$ cat src/quadtree_image_block_decoder_core_macros.svh
// Assertion macros shared by the quadtree decoder RTL.
`ifndef QUADTREE_IMAGE_BLOCK_DECODER_CORE_MACROS_SVH
`define QUADTREE_IMAGE_BLOCK_DECODER_CORE_MACROS_SVH
`ifndef SYNTH
// same-cycle implication, sampled on clk, off during reset
`define QTD_ASSERT_IMP(label, ante, cons) \
  label: assert property (@(posedge clk) disable iff (!rst_n) (ante) |-> (cons)) \
    else $error("qtd assertion failed");
// next-cycle implication, sampled on clk, off during reset
`define QTD_ASSERT_NXT(label, ante, cons) \
  label: assert property (@(posedge clk) disable iff (!rst_n) (ante) |=> (cons)) \
    else $error("qtd assertion failed");
`else
`define QTD_ASSERT_IMP(label, ante, cons)
`define QTD_ASSERT_NXT(label, ante, cons)
`endif
`endif

$ cat src/qtd_pkg.sv
// Shared types and constants of the quadtree decoder.
package qtd_pkg;

  localparam int unsigned SIZE_W  = 13;
  localparam int unsigned POS_W   = 12;
  localparam int unsigned COLOR_W = 8;
  localparam int unsigned TDATA_W = 64;

  localparam logic [SIZE_W-1:0] WIDTH_RST  = 13'd256;
  localparam logic [SIZE_W-1:0] HEIGHT_RST = 13'd256;

  // register indexes, taken from paddr[2]
  localparam logic REG_WIDTH  = 1'b0;
  localparam logic REG_HEIGHT = 1'b1;

  typedef struct packed {
    logic               valid;
    logic [POS_W-1:0]   row;
    logic [POS_W-1:0]   col;
    logic [SIZE_W-1:0]  width;
    logic [SIZE_W-1:0]  height;
    logic [COLOR_W-1:0] color;
    logic               tree_done;
    logic               depth_error;
  } qtd_result_t;

endpackage

$ cat src/qtd_walker.sv
// Tree walker: level, quadrant path and origin stack, one token per cycle while fire is high.
`include "quadtree_image_block_decoder_core_macros.svh"
module qtd_walker
  import qtd_pkg::*;
#(
  parameter int unsigned MAX_DEPTH  = 12,
  parameter int unsigned COORD_BITS = 12
) (
  input  logic               clk,
  input  logic               rst_n,
  input  logic               fire,
  input  logic               is_leaf,
  input  logic [COLOR_W-1:0] leaf_color,
  input  logic [SIZE_W-1:0]  image_width,
  input  logic [SIZE_W-1:0]  image_height,
  output qtd_result_t        res
);

  localparam int unsigned LW = $clog2(MAX_DEPTH + 1);
  localparam int unsigned SW = (COORD_BITS > SIZE_W) ? COORD_BITS + 1 : SIZE_W + 1;

  logic [LW-1:0]         level_r, level_nxt;
  logic [COORD_BITS-1:0] cur_row_r, cur_row_nxt;
  logic [COORD_BITS-1:0] cur_col_r, cur_col_nxt;
  logic [1:0]            quad_r    [MAX_DEPTH];
  logic [1:0]            quad_nxt  [MAX_DEPTH];
  logic [COORD_BITS-1:0] row_stk_r [MAX_DEPTH];
  logic [COORD_BITS-1:0] row_stk_nxt [MAX_DEPTH];
  logic [COORD_BITS-1:0] col_stk_r [MAX_DEPTH];
  logic [COORD_BITS-1:0] col_stk_nxt [MAX_DEPTH];

  logic                  at_max;
  logic [LW-1:0]         pop_lvl;
  logic [1:0]            q_cur, q_new;
  logic [COORD_BITS-1:0] prow, pcol, new_row, new_col;
  logic [SIZE_W-1:0]     hw, hh;

  assign at_max = (level_r == LW'(MAX_DEPTH));

  // pop: deepest open level whose quadrant is not yet the last one
  always_comb begin
    pop_lvl = '0;
    for (int i = 0; i < MAX_DEPTH; i++) begin
      if ((LW'(i) < level_r) && (quad_r[i] != 2'd3)) pop_lvl = LW'(i + 1);
    end
  end

  always_comb begin
    q_cur = 2'd0;
    prow  = '0;
    pcol  = '0;
    for (int i = 0; i < MAX_DEPTH; i++) begin
      if (LW'(i + 1) == pop_lvl) q_cur = quad_r[i];
    end
    for (int i = 0; i < MAX_DEPTH - 1; i++) begin
      if (LW'(i + 2) == pop_lvl) begin
        prow = row_stk_r[i];
        pcol = col_stk_r[i];
      end
    end
  end

  assign q_new   = q_cur + 2'd1;
  assign hw      = image_width >> pop_lvl;
  assign hh      = image_height >> pop_lvl;
  assign new_row = COORD_BITS'(SW'(prow) + (q_new[1] ? SW'(hh) : SW'(0)));
  assign new_col = COORD_BITS'(SW'(pcol) + (q_new[0] ? SW'(hw) : SW'(0)));

  always_comb begin
    level_nxt   = level_r;
    cur_row_nxt = cur_row_r;
    cur_col_nxt = cur_col_r;
    quad_nxt    = quad_r;
    row_stk_nxt = row_stk_r;
    col_stk_nxt = col_stk_r;
    if (fire) begin
      if (!is_leaf) begin
        if (at_max) begin
          level_nxt   = '0;
          cur_row_nxt = '0;
          cur_col_nxt = '0;
        end else begin
          // descend to top-left child, which keeps the parent's origin
          for (int i = 0; i < MAX_DEPTH; i++) begin
            if (LW'(i) == level_r) begin
              quad_nxt[i]    = 2'd0;
              row_stk_nxt[i] = cur_row_r;
              col_stk_nxt[i] = cur_col_r;
            end
          end
          level_nxt = level_r + LW'(1);
        end
      end else if (pop_lvl == '0) begin
        level_nxt   = '0;
        cur_row_nxt = '0;
        cur_col_nxt = '0;
      end else begin
        // advance to the next sibling at the pop level
        for (int i = 0; i < MAX_DEPTH; i++) begin
          if (LW'(i + 1) == pop_lvl) begin
            quad_nxt[i]    = q_new;
            row_stk_nxt[i] = new_row;
            col_stk_nxt[i] = new_col;
          end
        end
        level_nxt   = pop_lvl;
        cur_row_nxt = new_row;
        cur_col_nxt = new_col;
      end
    end
  end

  always_comb begin
    res             = '0;
    res.valid       = is_leaf || at_max;
    res.depth_error = !is_leaf && at_max;
    if (is_leaf) begin
      res.row       = POS_W'(cur_row_r);
      res.col       = POS_W'(cur_col_r);
      res.width     = image_width >> level_r;
      res.height    = image_height >> level_r;
      res.color     = leaf_color;
      res.tree_done = (pop_lvl == '0);
    end
  end

  always_ff @(posedge clk) begin
    if (!rst_n) begin
      level_r   <= '0;
      cur_row_r <= '0;
      cur_col_r <= '0;
    end else begin
      level_r   <= level_nxt;
      cur_row_r <= cur_row_nxt;
      cur_col_r <= cur_col_nxt;
    end
  end

  always_ff @(posedge clk) begin
    quad_r    <= quad_nxt;
    row_stk_r <= row_stk_nxt;
    col_stk_r <= col_stk_nxt;
  end

  `QTD_ASSERT_IMP(a_level_bound, 1'b1, level_r <= LW'(MAX_DEPTH))
  `QTD_ASSERT_IMP(a_done_xor_err, res.valid, !(res.tree_done && res.depth_error))
  `QTD_ASSERT_NXT(a_done_restart, fire && res.valid && (res.tree_done || res.depth_error),
                  level_r == '0)
  `QTD_ASSERT_NXT(a_descend, fire && !is_leaf && !at_max,
                  level_r == $past(level_r) + LW'(1))
  `QTD_ASSERT_IMP(a_err_zero, res.depth_error,
                  res.width == '0 && res.height == '0 && res.color == '0)

endmodule

$ cat src/qtd_out_reg.sv
// Result register of the quadtree decoder with its stream handshake.
module qtd_out_reg
  import qtd_pkg::*;
(
  input  logic               clk,
  input  logic               rst_n,
  input  logic               fire,
  input  qtd_result_t        res,
  output logic               slot_free,
  output logic               out_tvalid,
  input  logic               out_tready,
  output logic [TDATA_W-1:0] out_tdata,
  output logic               out_tlast,
  output logic               out_tuser
);

  logic               valid_r, valid_nxt;
  logic               load;
  qtd_result_t        data_r;

  assign slot_free = !valid_r || out_tready;
  assign load      = fire && res.valid;

  always_comb begin
    valid_nxt = valid_r;
    if (load) valid_nxt = 1'b1;
    else if (out_tready) valid_nxt = 1'b0;
  end

  always_ff @(posedge clk) begin
    if (!rst_n) valid_r <= 1'b0;
    else valid_r <= valid_nxt;
  end

  always_ff @(posedge clk) begin
    if (load) data_r <= res;
  end

  assign out_tvalid = valid_r;
  assign out_tdata  = {6'd0, data_r.color, data_r.height, data_r.width, data_r.col, data_r.row};
  assign out_tlast  = data_r.tree_done;
  assign out_tuser  = data_r.depth_error;

endmodule

$ cat src/quadtree_image_block_decoder_core.sv
// Quadtree decoder top level: token register, config registers, walker, result register.
// A token passes the token register, then the result register; it waits while the result slot is full.
// Throughput: one token per cycle while the result slot is free; the walker's stack pop is a
// priority encode over MAX_DEPTH levels and the next-sibling origin is one add, both combinational.
// Internal nodes below maximum depth produce no result.
// Reset: tree restarts at the root, image size returns to 256 x 256, both channels empty.
module quadtree_image_block_decoder_core
  import qtd_pkg::*;
#(
  parameter int unsigned MAX_DEPTH  = 12,
  parameter int unsigned COORD_BITS = 12
) (
  input  logic               clk,
  input  logic               rst_n,
  input  logic               in_tvalid,
  output logic               in_tready,
  input  logic [COLOR_W-1:0] in_tdata,    // [7:0] leaf_color
  input  logic               in_tuser,    // [0] is_leaf
  output logic               out_tvalid,
  input  logic               out_tready,
  output logic [TDATA_W-1:0] out_tdata,   // [11:0] block_row, [23:12] block_col,
                                          // [36:24] block_width, [49:37] block_height,
                                          // [57:50] fill_color, [63:58] zero
  output logic               out_tlast,   // tree_done
  output logic               out_tuser,   // [0] depth_error
  input  logic               cfg_psel,
  input  logic               cfg_penable,
  input  logic               cfg_pwrite,
  input  logic [2:0]         cfg_paddr,
  input  logic [31:0]        cfg_pwdata,
  output logic [31:0]        cfg_prdata,
  output logic               cfg_pready
);

  logic               in_valid_r, in_valid_nxt;
  logic               in_leaf_r;
  logic [COLOR_W-1:0] in_color_r;
  logic               fire, slot_free, in_xfer;
  logic [SIZE_W-1:0]  width_r, width_nxt;
  logic [SIZE_W-1:0]  height_r, height_nxt;
  logic               cfg_wr;
  qtd_result_t        res;

  // config port
  assign cfg_pready = 1'b1;
  assign cfg_wr     = cfg_psel && cfg_penable && cfg_pwrite && cfg_pready;

  always_comb begin
    width_nxt  = width_r;
    height_nxt = height_r;
    if (cfg_wr) begin
      case (cfg_paddr[2])
        REG_WIDTH:  width_nxt  = cfg_pwdata[SIZE_W-1:0];
        REG_HEIGHT: height_nxt = cfg_pwdata[SIZE_W-1:0];
        default: ;
      endcase
    end
  end

  always_ff @(posedge clk) begin
    if (!rst_n) begin
      width_r  <= WIDTH_RST;
      height_r <= HEIGHT_RST;
    end else begin
      width_r  <= width_nxt;
      height_r <= height_nxt;
    end
  end

  assign cfg_prdata = (cfg_paddr[2] == REG_HEIGHT) ? {19'd0, height_r} : {19'd0, width_r};

  // token register; fire consumes it when the result slot can take a transfer
  assign fire      = in_valid_r && slot_free;
  assign in_tready = !in_valid_r || fire;
  assign in_xfer   = in_tvalid && in_tready;

  always_comb begin
    in_valid_nxt = in_valid_r;
    if (in_xfer) in_valid_nxt = 1'b1;
    else if (fire) in_valid_nxt = 1'b0;
  end

  always_ff @(posedge clk) begin
    if (!rst_n) in_valid_r <= 1'b0;
    else in_valid_r <= in_valid_nxt;
  end

  always_ff @(posedge clk) begin
    if (in_xfer) begin
      in_leaf_r  <= in_tuser;
      in_color_r <= in_tdata;
    end
  end

  qtd_walker #(
    .MAX_DEPTH  (MAX_DEPTH),
    .COORD_BITS (COORD_BITS)
  ) u_walker (
    .clk          (clk),
    .rst_n        (rst_n),
    .fire         (fire),
    .is_leaf      (in_leaf_r),
    .leaf_color   (in_color_r),
    .image_width  (width_r),
    .image_height (height_r),
    .res          (res)
  );

  qtd_out_reg u_out (
    .clk        (clk),
    .rst_n      (rst_n),
    .fire       (fire),
    .res        (res),
    .slot_free  (slot_free),
    .out_tvalid (out_tvalid),
    .out_tready (out_tready),
    .out_tdata  (out_tdata),
    .out_tlast  (out_tlast),
    .out_tuser  (out_tuser)
  );

endmodule
$ cat config.mk
export PLATFORM = sky130hd
export DESIGN_NAME = quadtree_image_block_decoder_core
export DESIGN_NICKNAME = d
export VERILOG_FILES = /design/src/qtd_pkg.sv /design/src/qtd_walker.sv /design/src/qtd_out_reg.sv /design/src/quadtree_image_block_decoder_core.sv
export VERILOG_INCLUDE_DIRS = /design/src /design/src/src
export SDC_FILE = /design/constraint.sdc
export NUM_CORES = 1
export LEC_CHECK = 0
export BUFFER_PORTS_ARGS = -buffer_cell sky130_fd_sc_hd__buf_2
export CAP_MARGIN = 20
export CORE_ASPECT_RATIO = 1.75
export CORE_MARGIN = 2
export CORE_UTILIZATION = 25
export DETAILED_ROUTE_END_ITERATION = 8
export HOLD_SLACK_MARGIN = 0.05
export PLACE_DENSITY = 0.43
export SYNTH_ARGS = -nofsm -noshare
export SYNTH_HDL_FRONTEND = slang
export SYNTH_SLANG_ARGS = --single-unit
$ cat constraint.sdc
create_clock -name clk -period 7.2 [get_ports clk]
set_input_delay 0.72 -clock clk [delete_from_list [all_inputs] [get_ports clk]]
set_output_delay 0.72 -clock clk [all_outputs]
set_load 0.1 [all_outputs]
# ---- After elaboration in Yosys (flattened, before gate mapping)
# Index checks and enable logic that the tools add are counted.
dict set report classes {
  n_eq_ne 50
  reduce_logical 56
  magnitude_cmp 12
  muxes 142
  n_shift 4
  addsub 4
  n_bitwise 1
}
# cell n
set ops {}
lappend ops {{12-bit 2-to-1 mux} 77}
lappend ops {{144-bit 2-to-1 mux} 6}
lappend ops {{2-bit 2-to-1 mux} 38}
lappend ops {{24-bit 2-to-1 mux} 3}
lappend ops {{5-bit AND reduction} 12}
lappend ops {{4-bit == test, first input constant} 9}
lappend ops {{3-bit by 4-bit == test with 1-bit output, first input constant} 8}
lappend ops {{4-bit 2-to-1 mux} 8}
lappend ops {{2-bit nonzero test} 15}
lappend ops {{2-bit inequality test, second input constant} 14}
lappend ops {{13-bit by 4-bit right shift with 12-bit output} 2}
lappend ops {{13-bit by 4-bit right shift with 13-bit output} 2}
lappend ops {{12-bit adder} 2}
lappend ops {{2-bit by 1-bit inequality test with 1-bit output, second input constant} 12}
lappend ops {{1-bit logical AND} 18}
lappend ops {{2-bit by 4-bit == test with 1-bit output, first input constant} 4}
lappend ops {{3-bit by 4-bit < comparator with 1-bit output, first input constant} 4}
lappend ops {{4-bit < comparator, first input constant} 4}
lappend ops {{13-bit 2-to-1 mux} 1}
lappend ops {{3-bit 2-to-1 mux} 4}
lappend ops {{1-bit by 4-bit == test with 1-bit output, first input constant} 2}
lappend ops {{4-bit zero test} 2}
lappend ops {{1-bit by 4-bit < comparator with 1-bit output, first input constant} 2}
lappend ops {{2-bit by 4-bit < comparator with 1-bit output, first input constant} 2}
lappend ops {{8 further kinds} 18}
dict set report word_totals {
  input_bits 51
  regBits 413
  out_inout_bits 101
  word_cells 319
}

# ---- Longest topological paths before layout
dict set report depth {
  ltp_word 33
  depth_mapped 29
  mapped_depth_nobuf 24
}

# ---- Hierarchy
# A second synthesis with hierarchy kept.
dict set report unflattened {
  cells_unflattened 1598
  hier_area_um2 19491.2
}
# module n_inst area_per_inst_um2 cells_each seq_area_each_um2
set modules_own_cells {}
lappend modules_own_cells {qtd_walker 1 15936.5 1374 9208.8}
lappend modules_own_cells {qtd_out_reg 1 1903.1 72 1821.7}
lappend modules_own_cells {quadtree_image_block_decoder_core 1 1651.6 152 810.8}

# ---- Worst setup path before layout
# No wires, ideal clock.
dict set report synth_timing {
  kind {reg2reg}
  start {reg u_walker.level_r[1]}
  end {reg u_walker.col_stk_r[107] (netlist name), data pin}
  arrival_ns 5.828
  setup_ns 0.191
  slack_ns 1.181
  required_time_ns 7.009
  stages_incl_launch_ff 27
  synth_period_minus_slack_ns 6.019
  n_path_buf 4
  path_cell_list {dfxtp_1 > buf_6 > clkbuf_1 > inv_1 > ha_1 > nor2b_1 > o21a_1 > or4_1 > buf_2 > or2_1 > buf_2 > nand2b_4 > or3_4 > a41oi_2 > o21ai_0 > a2111oi_0 > ha_1 > a21o_1 > a21o_1 > a21oi_1 > o21bai_1 > a21oi_1 > o21ai_0 > o41ai_1 > inv_1 > a211o_1 > nand3_1}
}
dict set report synth_between {
  elab_chain_len 33
  word_cells_on_any_way 78
  cone_classes {add/sub (2); order compare (12); eq/ne (12); shift (1); mux (39); reduce/logical (12)}
}
# item line
set synth_lines {}
lappend synth_lines {{from (decl)} qtd_walker.sv:22} ;# logic [LW-1:0] level_r, level_nxt;
lappend synth_lines {{from (signal assigned)} qtd_walker.sv:133} ;# level_r <= level_nxt;
lappend synth_lines {{1-bit by 4-bit < comparator with 1-bit output} qtd_walker.sv:44} ;# if ((LW'(i) < level_r) && (quad_r[i] != 2'd3)) pop_lvl = LW'(i + 1);
lappend synth_lines {{1-bit logical AND} qtd_walker.sv:44}
lappend synth_lines {{1-bit 2-to-1 mux} qtd_walker.sv:44}
lappend synth_lines {{2-bit 2-to-1 mux (2 in a row)} qtd_walker.sv:44}
lappend synth_lines {{3-bit 2-to-1 mux (4 in a row)} qtd_walker.sv:44}
lappend synth_lines {{4-bit 2-to-1 mux (4 in a row)} qtd_walker.sv:44}
lappend synth_lines {{4-bit 2-to-1 mux *} qtd_walker.sv:44}
lappend synth_lines {{1-bit by 4-bit == test with 1-bit output} qtd_walker.sv:53} ;# if (LW'(i + 1) == pop_lvl) q_cur = quad_r[i];
lappend synth_lines {{2-bit 2-to-1 mux (12 in a row)} qtd_walker.sv:53}
lappend synth_lines {{2-bit by 1-bit adder with 2-bit output} qtd_walker.sv:63} ;# assign q_new = q_cur + 2'd1;
lappend synth_lines {{12-bit 2-to-1 mux} qtd_walker.sv:67} ;# assign new_col = COORD_BITS'(SW'(pcol) + (q_new[0] ? SW'(hw) : SW'(0)));
lappend synth_lines {{12-bit adder *} qtd_walker.sv:67}
lappend synth_lines {{12-bit 2-to-1 mux *} qtd_walker.sv:100} ;# if (LW'(i + 1) == pop_lvl) begin
lappend synth_lines {{144-bit 2-to-1 mux *} qtd_walker.sv:93} ;# end else if (pop_lvl == '0) begin
lappend synth_lines {{144-bit 2-to-1 mux *} qtd_walker.sv:77} ;# if (!is_leaf) begin
lappend synth_lines {{to (signal assigned)} qtd_walker.sv:142} ;# col_stk_r <= col_stk_nxt;
lappend synth_lines {{to (decl)} qtd_walker.sv:29} ;# logic [COORD_BITS-1:0] col_stk_r [MAX_DEPTH];
# Every way passes the cells marked *; elsewhere a longest branch is shown, timed or not. The select of a mux whose other input is x is not followed.
# A chain may end at the register's enable or synchronous reset.

# ---- Final worst setup path
# Same ends and word-level chain as after synthesis.

==> reports/summary.log <==
[setup_path] Worst R2R Setup Slack 0.29 ns
[yosys] proportion of synthesized flip-flops having asynchronous set or reset 0
[layout] net count reported at finish 1797
[sta] time the final worst path needs with I/O delays and setup 6.91 ns
[flow_run] count of max-cap constraint violations 0
[placement] worst setup slack after placement 0.162 ns
[routing] average routed wire per standard cell 23.3 µm
[setup_path] worst reg-to-reg path cell count 25
[floorplan] Initial Utilization 0.251
[layout] proportion of layout cells with a drive suffix above 1 0.197
[routing] iteration count of the initial detailed-routing pass 8
[routing] Detailed Route Iter0 Violations 873
[floorplan] die width 213 µm
[grt] combined global-route utilization of all metal layers 0.162
[clock_tree] H-Tree Level Count 2
[sta] final hold slack 0.338 ns
[routing] # DRC 0
[placement] Placed Instances 2697
[setup_path] Startpoint Class flip-flop
[sta] final clock skew 0.0212 ns
[yosys] number of enable flip-flop cells after synthesis 357
[layout] leading cell type in the layout, fill and taps excluded edfxtp_1
[yosys] cells after synthesis 1583
[setup_path] beginning of the critical path u_walker.level_r[1]
[layout] layout overhead on the synthesized area 17.1%
[layout] filler-free cell count of the finished design 2767
[yosys] Primary FF master, synth edfxtp_1
[yosys] Yosys warnings 0
[power_and_ir_drop] Leak 7.91 nW
[setup_path] critical path class flip-flop to flip-flop
[clock_tree] Post-CTS Setup Bufs 0
[setup_path] Worst setup endpoint u_walker.col_stk_r[107]
[power_and_ir_drop] Cell Pwr Density 238 nW/µm²
[placement] gpl congestion 0.921
[routing] total via count after detailed routing 13400
[sta] final count of negative-setup-slack endpoints 0
[setup_path] critical path fanouts, max 11
[grt] fraction of met1 tracks used by global routing 0.170
[layout] fin util 0.294
[power_and_ir_drop] IR drop worst, VDD 146 µV
[setup_path] reg-to-reg critical path startpoint u_walker.level_r[1]
[grt] pin count of the biggest net entering global routing 63
[routing] antenna violation net count after detailed routing 0
[routing] vias per cell 4.84
[floorplan] total I/O pin count 152
[power_and_ir_drop] Gate power share 0.121
[grt] vias in the first global route 13600
[power_and_ir_drop] Final Total Pwr 5.33 mW
[floorplan] row count 134
[yosys] summed instance area of the synthesized netlist 19100 µm²
[floorplan] placeable core region 76100 µm²
[yosys] Synth Area per Inst 12.1 µm²
[grt] initial antenna violation count 1
[grt] met3 track demand over resource 0.0167
[routing] Routed WL 64400 µm
[sta] Final TNS setup 0 ns
[setup_path] required time at the worst-slack endpoint 7.62 ns
[sta] final cycle utilization of the critical path 0.960
[clock_tree] number of clock sinks 413
[yosys] unique cell type count in the Yosys netlist 80
[setup_path] sort of element at the end of the critical path flip-flop
[power_and_ir_drop] net switching component of the power 1.43 mW
[setup_path] arrival time of the worst setup path 7.33 ns
[hold_path] HP Class input pin to flip-flop
[power_and_ir_drop] net switching share of the total power 0.268
[sta] worst rel slew slack 0.277
[clock_tree] TritonCTS clock tree built
[power_and_ir_drop] Clock Power Share 0.380
[clock_tree] number of CTS-inserted buffers 38
[clock_tree] master cell of the clock root buffer clkbuf_16
[run_status] status complete, no violations
[power_and_ir_drop] sequential cell fraction of total power 0.500
[clock_tree] clock-pin transition on the worst setup and hold timing paths 0.07 ns
[sta] max-slew violation count 0
[grt] global routing met2 resource utilization 0.314
[yosys] portion of the post-synthesis area used by sequential elements 0.619
[grt] routing layer with the top usage in global route met2
[sta] transition at the pin with the smallest max-transition slack 1.08 ns
[sta] Fmax achieved 145 MHz
[placement] placed cell area 21200 µm²
[placement] detailed placer's ending HPWL 45900 µm
[floorplan] floorplan die area 78900 µm²
[floorplan] Die H 370 µm
[sta] setup repair after global routing missed its margin false
[layout] top library cells by usage in the layout, fill and taps aside 357 x edfxtp_1, 181 x nand2_1, 157 x nor2_1
[clock_tree] worst-skew pair later-pin latency 0.57 ns
[sta] final setup margin 0.286 ns
[clock_tree] Clock Path Buffers 3
[yosys] number of register bits inferred by synthesis 413
[power_and_ir_drop] Power Internal 3.90 mW
[layout] post-layout instance area 22400 µm²
[grt] remaining global-route overflow 0
[grt] global-route wire length before repair 92900 µm
[setup_path] endpoint of the lowest-slack register-to-register path u_walker.col_stk_r[107]
[sta] final hold viol count 0
[layout] number of antenna diodes 0
[placement] number of port buffers 104
critical path, stage by stage (launching register included):
cell       delay (ns)
dfxtp_1          0.49
inv_1            0.10
ha_1             0.33
nor2b_1          0.21
o21ai_0          0.13
a21oi_1          0.20
a21o_1           0.41
nand2_2          0.33
or3_4            0.46
a41oi_2          0.42
o21ai_0          0.26
a2111oi_1        0.56
clkbuf_2         0.28
buf_4            0.14
ha_1             0.22
a21o_1           0.16
a21o_1           0.21
a21oi_1          0.16
o21bai_1         0.10
a21oi_1          0.21
o21ai_0          0.18
o41ai_1          0.47
inv_1            0.15
a211o_1          0.29
nand3_1          0.12
buf_12           0.15
layout make-up:
cell class,count,area (µm²)
Tap cell,1020,1280
Timing Repair Buffer,190,1190
Multi-Input combinational cell,1053,6810
Sequential cell,413,11800
Clock inverter,23,190
Fill cell,7868,53700
Inverter,22,82.6
Clock buffer,46,1020
synthesized netlist by cell type (5+ instances only):
cell type	instances	area, µm²
nor3_1	23	115
a221oi_1	14	123
buf_2	11	55.1
a22oi_1	15	113
or3_1	5	31.3
ha_1	26	325
buf_1	14	52.6
and2_1	40	250
dfxtp_1	56	1120
mux2_2	50	563
a21boi_0	27	203
buf_4	27	203
a21oi_1	81	405
a21o_1	13	97.6
a222oi_1	26	260
o21ai_0	38	190
nand4_1	14	87.6
o22ai_1	22	138
a211oi_1	25	188
inv_1	20	75.1
nor2b_1	7	43.8
o21bai_1	9	67.6
o22a_1	5	43.8
clkbuf_1	66	248
a32oi_1	10	87.6
mux2i_1	50	500
xnor2_1	15	131
a221o_1	16	160
nand3_1	20	100
a31oi_1	21	131
nor2_1	173	649
and3_1	9	56.3
mux4_2	6	135
edfxtp_1	357	10700
nand2_1	182	683
routing by layer:
layer | wire length [µm] | part of all wire
met4 | 3300 | 0.051
met3 | 2490 | 0.039
met2 | 35500 | 0.55
met1 | 23100 | 0.36
met5 | 0 | 0
logic make-up (layout without fill, tap and decap cells):
| group | Yosys count | after routing | share of synthesized area |
|---|---|---|---|
| adders and majority gates | 28 | 28 | 0.0191 |
| AOI/OAI and AO/OA | 372 | 372 | 0.139 |
| and+or+nand+nor | 503 | 503 | 0.118 |
| xor gates and xnor gates | 18 | 18 | 0.00824 |
| other | 2 | 26 | 0.000392 |
| muxes | 106 | 106 | 0.0626 |
| DFF | 413 | 413 | 0.619 |
| buffers and inverters | 141 | 281 | 0.0341 |
worst min path at each step:
stage | from | end | slack [ns] | cells after the start
2_1_floorplan | u_walker.cur_col_r[3] | u_walker.cur_col_r[3] | 0.46 | 2
3_3_place_gp | u_walker.cur_col_r[3] | u_walker.cur_col_r[3] | 0.47 | 2
3_5_place_dp | u_walker.cur_col_r[4] | u_walker.cur_col_r[4] | 0.48 | 2
4_1_cts | in_tdata[4] | in_color_r[4] | 0.31 | 1
5_1_grt | in_tdata[0] | in_color_r[0] | 0.32 | 1
6_report | in_tdata[0] | in_color_r[0] | 0.34 | 1
flip-flops by register name, summed over array words and instances (netlist names), 4 cells and up:
register and count:
height_r 13, u_walker.row_stk_r 132, width_r 13, u_walker.level_r 4, u_walker.col_stk_r 132, u_out.out_tdata 58, u_walker.cur_row_r 12, u_walker.cur_col_r 12
in_color_r 8, u_walker.quad_r 24
power by group through the flow:
| stage | logic, mW | clock network [mW] | registers [mW] |
|---|---|---|---|
| after floorplan | 0.380 | 0 | 2.77 |
| after CTS | 0.647 | 2.09 | 2.66 |
| final | 0.644 | 2.02 | 2.66 |
| after global routing | 0.686 | 2.16 | 2.67 |
| after detailed placement | 0.644 | 0 | 2.72 |
| after global placement | 0.641 | 0 | 2.72 |
timing repair:
action / in CTS / in global routing
setup endpoints to repair: 0 / 22
resized for setup: 0 / 1
endpoints found under the hold margin: 0 / 0
hold buffers: 0 / 0
Note: power is estimated with default switching activity, not from simulation.
